<file path="src/sv/sha256_sh_pkg.sv">
// Package: SHA-256 round constants, initial hash values and sequencer states.
`default_nettype none
package sha256_sh_pkg;

   localparam int unsigned WordWidth = 32;
   localparam int unsigned BlockBytes = 64;
   localparam int unsigned NumRounds = 64;

   typedef enum logic [2:0] {
      ST_IDLE,
      ST_ABSORB,
      ST_PAD,
      ST_LOAD,
      ST_ROUND,
      ST_FINAL,
      ST_EMIT
   } state_type;

   function automatic logic [31:0] round_k(input logic [5:0] idx);
      logic [31:0] k_table [0:63];
      k_table = '{
         32'h428a2f98, 32'h71374491, 32'hb5c0fbcf, 32'he9b5dba5, 32'h3956c25b, 32'h59f111f1,
         32'h923f82a4, 32'hab1c5ed5, 32'hd807aa98, 32'h12835b01, 32'h243185be, 32'h550c7dc3,
         32'h72be5d74, 32'h80deb1fe, 32'h9bdc06a7, 32'hc19bf174, 32'he49b69c1, 32'hefbe4786,
         32'h0fc19dc6, 32'h240ca1cc, 32'h2de92c6f, 32'h4a7484aa, 32'h5cb0a9dc, 32'h76f988da,
         32'h983e5152, 32'ha831c66d, 32'hb00327c8, 32'hbf597fc7, 32'hc6e00bf3, 32'hd5a79147,
         32'h06ca6351, 32'h14292967, 32'h27b70a85, 32'h2e1b2138, 32'h4d2c6dfc, 32'h53380d13,
         32'h650a7354, 32'h766a0abb, 32'h81c2c92e, 32'h92722c85, 32'ha2bfe8a1, 32'ha81a664b,
         32'hc24b8b70, 32'hc76c51a3, 32'hd192e819, 32'hd6990624, 32'hf40e3585, 32'h106aa070,
         32'h19a4c116, 32'h1e376c08, 32'h2748774c, 32'h34b0bcb5, 32'h391c0cb3, 32'h4ed8aa4a,
         32'h5b9cca4f, 32'h682e6ff3, 32'h748f82ee, 32'h78a5636f, 32'h84c87814, 32'h8cc70208,
         32'h90befffa, 32'ha4506ceb, 32'hbef9a3f7, 32'hc67178f2};
      return k_table[idx];
   endfunction

   function automatic logic [31:0] initial_h(input logic [2:0] idx);
      logic [31:0] h_table [0:7];
      h_table = '{32'h6a09e667, 32'hbb67ae85, 32'h3c6ef372, 32'ha54ff53a,
                  32'h510e527f, 32'h9b05688c, 32'h1f83d9ab, 32'h5be0cd19};
      return h_table[idx];
   endfunction

endpackage
`default_nettype wire

</file>
<file path="src/sv/sha256_stream_hasher.sv">
// Top level: streaming SHA-256 hasher with one shared round unit.
// Sequence: a request is taken in idle, then its bytes are absorbed one at a time;
// each full block adds a load step, the round steps and a final-add step.
// A last request adds a pad step and one block pass per padding block (1 or 2), then 8 digest words.
// A new request is accepted only in idle, once the previous one is fully processed.
// Reset (synchronous) restores initial hash values, clears fill and bit count.
`default_nettype none
module sha256_stream_hasher (
   input  wire logic        clock,
   input  wire logic        reset,
   input  wire logic        req_valid,
   output logic             req_ready,
   input  wire logic [31:0] req_data_word,
   input  wire logic [2:0]  req_bytes_valid,
   input  wire logic        req_last_item,
   output logic             rsp_valid,
   input  wire logic        rsp_ready,
   output logic [31:0]      rsp_digest_word,
   output logic [2:0]       rsp_word_index,
   output logic             rsp_last_word
);
   import sha256_sh_pkg::*;

   state_type state_ff, state_in;
   logic [31:0] hash_ff [0:7];
   logic [31:0] win_ff [0:15];
   logic [5:0]  fill_ff;
   logic [63:0] bits_ff;
   logic [31:0] data_ff;
   logic [2:0]  cnt_ff;
   logic        last_ff;
   logic        padded_ff;
   logic        lenblk_ff;
   logic [5:0]  round_ff;
   logic [2:0]  emit_ff;
   logic [31:0] a_ff, b_ff, c_ff, d_ff, e_ff, f_ff, g_ff, h_ff;

   logic [2:0]  nbytes;
   logic [31:0] w_cur, w15, w2, s0, s1, t1, t2, w_new;
   logic        blk_full;
   logic        len_fits;
   logic [4:0]  lane_lsb;

   assign nbytes = (req_bytes_valid > 3'd4) ? 3'd4 : req_bytes_valid;
   assign w15 = win_ff[1];
   assign w2  = win_ff[14];
   assign s0 = {w15[6:0], w15[31:7]} ^ {w15[17:0], w15[31:18]} ^ (w15 >> 3);
   assign s1 = {w2[16:0], w2[31:17]} ^ {w2[18:0], w2[31:19]} ^ (w2 >> 10);
   assign w_new = win_ff[0] + s0 + win_ff[9] + s1;
   assign w_cur = win_ff[0];
   assign t1 = h_ff + ({e_ff[5:0], e_ff[31:6]} ^ {e_ff[10:0], e_ff[31:11]}
               ^ {e_ff[24:0], e_ff[31:25]}) + ((e_ff & f_ff) ^ (~e_ff & g_ff))
               + round_k(round_ff) + w_cur;
   assign t2 = ({a_ff[1:0], a_ff[31:2]} ^ {a_ff[12:0], a_ff[31:13]}
               ^ {a_ff[21:0], a_ff[31:22]}) + ((a_ff & b_ff) ^ (a_ff & c_ff) ^ (b_ff & c_ff));
   assign blk_full = (fill_ff == 6'd63);
   assign len_fits = padded_ff || (fill_ff < 6'd56);
   assign lane_lsb = 5'd24 - {fill_ff[1:0], 3'd0};

   always_comb begin
      state_in = state_ff;
      unique case (state_ff)
         ST_IDLE: if (req_valid) state_in = ST_ABSORB;
         ST_ABSORB: begin
            if (cnt_ff != 3'd0 && blk_full) state_in = ST_LOAD;
            else if (cnt_ff == 3'd0 || (cnt_ff == 3'd1 && !blk_full))
               state_in = (cnt_ff == 3'd0 && last_ff) ? ST_PAD :
                          (cnt_ff == 3'd0) ? ST_IDLE : (last_ff ? ST_PAD : ST_IDLE);
         end
         ST_PAD: state_in = ST_LOAD;
         ST_LOAD: state_in = ST_ROUND;
         ST_ROUND: if (round_ff == 6'd63) state_in = ST_FINAL;
         ST_FINAL: begin
            if (cnt_ff != 3'd0) state_in = ST_ABSORB;
            else if (!last_ff) state_in = ST_IDLE;
            else if (!lenblk_ff) state_in = ST_PAD;
            else state_in = ST_EMIT;
         end
         ST_EMIT: if (rsp_ready && emit_ff == 3'd7) state_in = ST_IDLE;
         default: state_in = ST_IDLE;
      endcase
   end

   always_comb begin
      req_ready = (state_ff == ST_IDLE);
      rsp_valid = (state_ff == ST_EMIT);
      rsp_digest_word = hash_ff[emit_ff];
      rsp_word_index = emit_ff;
      rsp_last_word = (emit_ff == 3'd7);
   end

   always_ff @(posedge clock) begin
      if (reset) begin
         state_ff <= ST_IDLE;
         fill_ff <= '0;
         bits_ff <= '0;
         cnt_ff <= '0;
         last_ff <= 1'b0;
         padded_ff <= 1'b0;
         lenblk_ff <= 1'b0;
         round_ff <= '0;
         emit_ff <= '0;
         for (int i = 0; i < 8; i++) hash_ff[i] <= initial_h(3'(i));
      end else begin
         state_ff <= state_in;
         unique case (state_ff)
            ST_IDLE: if (req_valid) begin
               data_ff <= req_data_word;
               cnt_ff <= nbytes;
               last_ff <= req_last_item;
               padded_ff <= 1'b0;
               lenblk_ff <= 1'b0;
               bits_ff <= bits_ff + {58'd0, nbytes, 3'd0};
            end
            ST_ABSORB: if (cnt_ff != 3'd0) begin
               win_ff[fill_ff[5:2]][lane_lsb +: 8] <= data_ff[31:24];
               data_ff <= {data_ff[23:0], 8'd0};
               cnt_ff <= cnt_ff - 3'd1;
               fill_ff <= fill_ff + 6'd1;
            end
            ST_PAD: begin
               for (int i = 0; i < 16; i++) begin
                  if (len_fits && i == 14) win_ff[i] <= bits_ff[63:32];
                  else if (len_fits && i == 15) win_ff[i] <= bits_ff[31:0];
                  else begin
                     for (int j = 0; j < 4; j++) begin
                        if (6'(4*i + j) == fill_ff && !padded_ff)
                           win_ff[i][31 - 8*j -: 8] <= 8'h80;
                        else if (6'(4*i + j) > fill_ff || padded_ff)
                           win_ff[i][31 - 8*j -: 8] <= 8'h00;
                     end
                  end
               end
               padded_ff <= 1'b1;
               if (len_fits) lenblk_ff <= 1'b1;
               fill_ff <= '0;
            end
            ST_LOAD: begin
               a_ff <= hash_ff[0]; b_ff <= hash_ff[1]; c_ff <= hash_ff[2]; d_ff <= hash_ff[3];
               e_ff <= hash_ff[4]; f_ff <= hash_ff[5]; g_ff <= hash_ff[6]; h_ff <= hash_ff[7];
               round_ff <= '0;
            end
            ST_ROUND: begin
               for (int i = 0; i < 15; i++) win_ff[i] <= win_ff[i+1];
               win_ff[15] <= w_new;
               h_ff <= g_ff; g_ff <= f_ff; f_ff <= e_ff; e_ff <= d_ff + t1;
               d_ff <= c_ff; c_ff <= b_ff; b_ff <= a_ff; a_ff <= t1 + t2;
               round_ff <= round_ff + 6'd1;
            end
            ST_FINAL: begin
               hash_ff[0] <= hash_ff[0] + a_ff; hash_ff[1] <= hash_ff[1] + b_ff;
               hash_ff[2] <= hash_ff[2] + c_ff; hash_ff[3] <= hash_ff[3] + d_ff;
               hash_ff[4] <= hash_ff[4] + e_ff; hash_ff[5] <= hash_ff[5] + f_ff;
               hash_ff[6] <= hash_ff[6] + g_ff; hash_ff[7] <= hash_ff[7] + h_ff;
               emit_ff <= '0;
            end
            ST_EMIT: if (rsp_ready) begin
               emit_ff <= emit_ff + 3'd1;
               if (emit_ff == 3'd7) begin
                  for (int i = 0; i < 8; i++) hash_ff[i] <= initial_h(3'(i));
                  bits_ff <= '0;
                  fill_ff <= '0;
                  last_ff <= 1'b0;
               end
            end
            default: ;
         endcase
      end
   end

endmodule
`default_nettype wire
</file>
<file path="config.mk">
export PLATFORM = sky130hd
export DESIGN_NAME = sha256_stream_hasher
export DESIGN_NICKNAME = d
export VERILOG_FILES = /design/src/sv/sha256_sh_pkg.sv /design/src/sv/sha256_stream_hasher.sv
export SDC_FILE = /design/constraint.sdc
export NUM_CORES = 2
export LEC_CHECK = 0
export BUFFER_PORTS_ARGS = -buffer_cell sky130_fd_sc_hd__buf_2
export CAP_MARGIN = 10
export CORE_MARGIN = 2
export CORE_UTILIZATION = 65
export DETAILED_ROUTE_END_ITERATION = 6
export HOLD_SLACK_MARGIN = 0.12
export PLACE_DENSITY = 0.82
export REMOVE_ABC_BUFFERS = 1
export SLEW_MARGIN = 20
export SYNTH_ARGS = -nofsm -noshare
export SYNTH_HDL_FRONTEND = slang
export SYNTH_SLANG_ARGS = --single-unit
</file>
<file path="constraint.sdc">
create_clock -name clock -period 22.9 [get_ports clock]
set_input_delay 3.435 -clock clock [delete_from_list [all_inputs] [get_ports clock]]
set_output_delay 3.435 -clock clock [all_outputs]
set_load 0.05 [all_outputs]
</file>
* Word-level counts from Yosys, hierarchy flattened
Memory sizes are Yosys's and may differ from the RTL's. A register that Yosys moved wholly into a read port is not among the register bits. Cells that the tools add are included.
Word-level totals: logic and storage cells 1341, memories kept 3, output and inout bits 38, bits in read-only memories 2048, register bits after elaboration 376, RAM bits 768
Memories:
- (no name shown) | depth 64, bits a word 32, read ports 1, clocked after Yosys merged registers in 0, wr ports 0, RTL line sha256_sh_pkg.sv:33 | return k_table[idx];
- win_ff | depth 16, bits a word 32, read ports 16, clocked after Yosys merged registers in 0, wr ports 16, RTL line sha256_stream_hasher.sv:26 | logic [31:0] win_ff [0:15];
- hash_ff | depth 8, bits a word 32, read ports 9, clocked after Yosys merged registers in 1, wr ports 8, RTL line sha256_stream_hasher.sv:25 | logic [31:0] hash_ff [0:7];
Cells by class: multiplexer cells 818, $add $sub $neg 25, reductions and logical operators 156, magnitude comparators 67, equality and inequality tests 81, shift operators 2, bitwise operators 171
Operators with widths (number):
- 2-to-1 mux 8 bit | 136
- 2-to-1 mux 32 bit | 23
- 2-to-1 mux 1 bit | 617
- adder 32 bit | 18
- case mux 32 bit (2 select lines) | 9
- XOR 32 bit | 9
- equality test 6 bit, first input constant | 32
- > comparator 6 bit, first input constant | 32
- 2-to-1 mux 64 bit | 3
- bitwise AND 32 bit | 5
- OR 1 bit | 152
- case mux 64 bit (2 select lines) | 1
- equality test 5 x 6 -> 1 bit, first input constant | 16
- > comparator 5 x 6 -> 1 bit, first input constant | 16
- logical AND 1 bit | 68
- logical OR 1 bit | 66
- adder 64 x 6 -> 64 bit | 1
- equality test 4 x 6 -> 1 bit, first input constant | 8
- > comparator 4 x 6 -> 1 bit, first input constant | 8
- 2-to-1 mux 3 bit | 14
- NOT 32 bit | 1
- OR reduction 32 bit | 1
- variable shift 8 x 7 -> 32 bit, first input constant | 1
- variable part select 8 x 7 -> 32 bit | 1
- 41 further kinds | 82

* Longest topological paths before layout
depth after elaboration 11, mapped depth 38

* Least setup slack after synthesis
OpenSTA, ideal clock, no wires.
kind input to register, from input port reset, to register a_ff[0] (enable), buffers on the path 2, stages on the path 3, library setup time 0.878 ns, arrival time 14.455 ns, setup slack 7.567 ns, cell sequence clkbuf_1 clkbuf_1 nor2_1
Between the ends: cells in the longest elaborated chain, start to end 2
RTL lines:
- start: declaration | RTL line sha256_stream_hasher.sv:10 | input wire logic reset,
- NOT 1 bit (no line)
- AND reduction 2 bit (no line)
- end signal: assignment | RTL line sha256_stream_hasher.sv:139 | a_ff <= hash_ff[0]; b_ff <= hash_ff[1]; c_ff <= hash_ff[2]; d_ff <= hash_ff[3];
- end: declaration | RTL line sha256_stream_hasher.sv:36 | logic [31:0] a_ff, b_ff, c_ff, d_ff, e_ff, f_ff, g_ff, h_ff;
No other way between the ends. A chain may end at the register's enable or synchronous reset.

* Worst setup path in the final report
from register round_ff[0], to register a_ff[30] (data pin)
Between the ends: cells in the longest elaborated chain, start to end 8
RTL lines:
- start: declaration | RTL line sha256_stream_hasher.sv:34 | logic [5:0] round_ff;
- start signal: assignment | RTL line sha256_stream_hasher.sv:148 | round_ff <= round_ff + 6'd1;
- NOT 6 -> 7 bit (not written as such) | RTL line sha256_sh_pkg.sv:33
- memory (64 x 32 bit)
- 2-to-1 mux 32 bit (not written as such) (2 in a row) | RTL line sha256_sh_pkg.sv:33
- adder 32 bit (2 in a row) | RTL line sha256_stream_hasher.sv:53 | + round_k(round_ff) + w_cur;
- adder 32 bit | RTL line sha256_stream_hasher.sv:147 | d_ff <= c_ff; c_ff <= b_ff; b_ff <= a_ff; a_ff <= t1 + t2;
- case mux 32 bit (2 select lines) | RTL line sha256_stream_hasher.sv:106 | unique case (state_ff)
No other way between the ends. The select of a mux whose other input is x is not followed.

==> impl_results.md <==
- Outcome: finished clean
- Initial antenna violation count: 15
- Area occupied by registers: 0.0305 sq mm
- IO Count: slightly below 80
- Synth top area share: 0.297
- Hold Path Cell Cnt: 2
- Final Hold Viols: 0
- Worst setup margin: ~12 ns
- Hold slack: around 0.42 ns
- Post-synth EDFFs: roughly 760
- Final setup fails: 0
- CP Class: reg -> reg
- # Post-CTS Setup Buffers: 0
- DRC violation total after the first TritonRoute iteration: ~9700
- Core footprint: approximately 0.12 sq mm
- Max reg flops: a little over 500
- Placed instance count: about 9600
- Number of CTS-inserted buffers: ~120
- Reg2reg path depth: 29
- CP max FO: 31
- # nets final: roughly 9000
- Fin cells: 9819
- CTS H-tree lvls: 3
- Vias in the first global route: ~64000
- DR vias: slightly below 70000
- Area growth, synth to finish: 7.42%
- Hold_buf cts: 0
- Crit-path leading delay family: compound AO/OA/AOI/OAI gates
- Clk root buf: clkbuf_16
- Fin util: 0.702
- Setup TNS: 0 ns
- Top reg by flops: win_ff
- Share of layout cells above drive strength 1: 0.0734
- Residual DRC: 0
- Most used DFF post-synth: edfxtp_1
- Worst-Margin Slew: ~1.2 ns
- Commonest cells after routing, fill and taps aside: 1427 x nand2_1, 759 x edfxtp_1, 656 x a21oi_1
- DR vias/cell: between 6 and 7
- Multi-input gate area: 0.0437 sq mm
- Seq/Total Area, Yosys: 0.397
- Final GP Congestion: 1.07
- Initial DRT Pass Iterations: 7
- Setup slack at placement: around 13 ns
- Synth unique cells: 103
- Die area: between 0.1 and 0.15 sq mm
- CP arrival: about 11 ns
- Worst path required time: approximately 23 ns
- Final period util: 0.462
- Clock Sinks: 1144
- Fillers: a little under 9000
- WP buf/inv: 3
- Wire per inst: 28.9 um
- CP Launch Type: flip-flop
- Clock skew: approximately 0.11 ns
- Final WL: around 280 mm
- Power per cell area: a little under 70 mW/mm^2
- Maxcap violations: 0
- Dominant cell type by area after synthesis: edfxtp_1
- Most common cell after layout, fill and taps aside: nand2_1
- Clk_lat worst skew: just over 0.8 ns
- Biggest regs: win_ff: 512 flops, hash_ff: 256 flops, bits_ff: 61 flops
- Syn Inst Count: 8333
- Mapped cell area: 0.0769 sq mm
- Starting Density: 0.653
- Largest net degree at the start of global routing: ~200
- Cts repair resizes: 0
- Final Critical Period: about 11 ns
- Synth Register Bits: about 1100
- Critical path depth: 29
- Max VDD drop: between 0.08 and 0.09 mV
- Clk pin slew, worst setup/hold paths: around 0.06 ns
- Hpwl dp: between 200 and 250 mm
- Critical path's most frequent cell: fa_1
- Routed Antenna Nets: 0
- RSZ-0062 raised after global routing: no
- HP Class: reg -> reg
- Grt ovf: 0
- Slew HR: 0.180
- LEAKAGE: ~32 nW
- First-pass GRT wire length: a little over 400 mm
- YS warnings: 0
- Die width: approximately 350 um
- Crit-path max cell delay: roughly 0.98 ns
- Post-synth ARST share: 0
- Max-slew violations: 0
- CTS tree: yes
- Slowest-stage cell, CP: ha_1
- Die height: between 300 and 400 um
- Area contributors post-synth: edfxtp_1 30%, dfxtp_1 10%, nand2_1 7.0%
- All-layer global routing usage: 0.461
- Port Buffers: between 70 and 80
- Avg Inst Size Synth: a little over 9 sq um
- Core Rows: 126
- Fmax: around 95 MHz
- Worst setup EP type: flip-flop
- Clk buf depth: 3
[through the flow]
step	total power [mW]	instance area [sq um]
2_1_floorplan	3.20	75100
3_3_place_gp	3.47	78300
3_5_place_dp	3.50	78400
4_1_cts	5.53	82500
5_1_grt	5.75	82500
6_report	5.58	82600
[final timing paths]
check / from / endpoint / slack [ns]
setup reg to reg: round_ff[0] / a_ff[30] / 12.32
hold / removal: win_ff[13][18] / win_ff[12][18] / 0.42
hold reg to reg: win_ff[13][18] / win_ff[12][18] / 0.42
setup / recovery: round_ff[0] / a_ff[30] / 12.32
[per-layer routing]
layer / routed length, um / GRT usage
met5: 108 / 0
met4: 30600 / 0.408
met3: 30500 / 0.0983
met2: 124000 / 0.709
met1: 97800 / 0.548
[final cells by class]
cell class	count	share of cell area
diodes	5	0.000152
clock buffers	152	0.0397
clock inverters	78	0.0106
inverters	269	0.0123
multi-input cells	6451	0.530
flip-flops and latches	1144	0.370
well taps	1536	0.0233
repair buffers	184	0.0147
[where the power goes]
group | switching (mW) | internal [mW] | leakage, nW
sequential | 0.109 | 2.33 | 9.91
clock | 0.917 | 1.16 | 2.02
combinational | 0.647 | 0.419 | 19.7
total | 1.67 | 3.91 | 31.6
[worst min-delay path: cells and delay by family (launching register included)]
family | cells | cell delay (ns)
AOI/OAI and AO/OA | 1 | 0.05
and+or+nand+nor | 1 | 0.05
DFF | 1 | 0.32
[cell families (layout without fill, tap and decap cells)]
family / count (synthesis) / count (layout) / share of synthesized area
fa+ha+maj: 630 / 630 / 0.121
compound gates: 2295 / 2295 / 0.189
xor+xnor: 616 / 616 / 0.0704
flops: 1144 / 1144 / 0.397
simple gates: 2753 / 2753 / 0.154
mux: 157 / 157 / 0.0331
buf+inv: 738 / 683 / 0.0364
other cells: 0 / 5 / 0
[cell usage after synthesis (88+ instances only)]
master	number
xor2_1	205
a22o_1	92
nor2_1	651
nand2_1	1430
nor3_1	154
a211oi_1	129
xnor2_1	410
ha_1	404
fa_1	196
a21o_1	180
nand3_1	124
clkbuf_1	403
a31oi_1	88
inv_1	265
a21oi_1	656
edfxtp_1	759
dfxtp_1	385
o21ai_0	548
(Power assumes the default switching activity.)
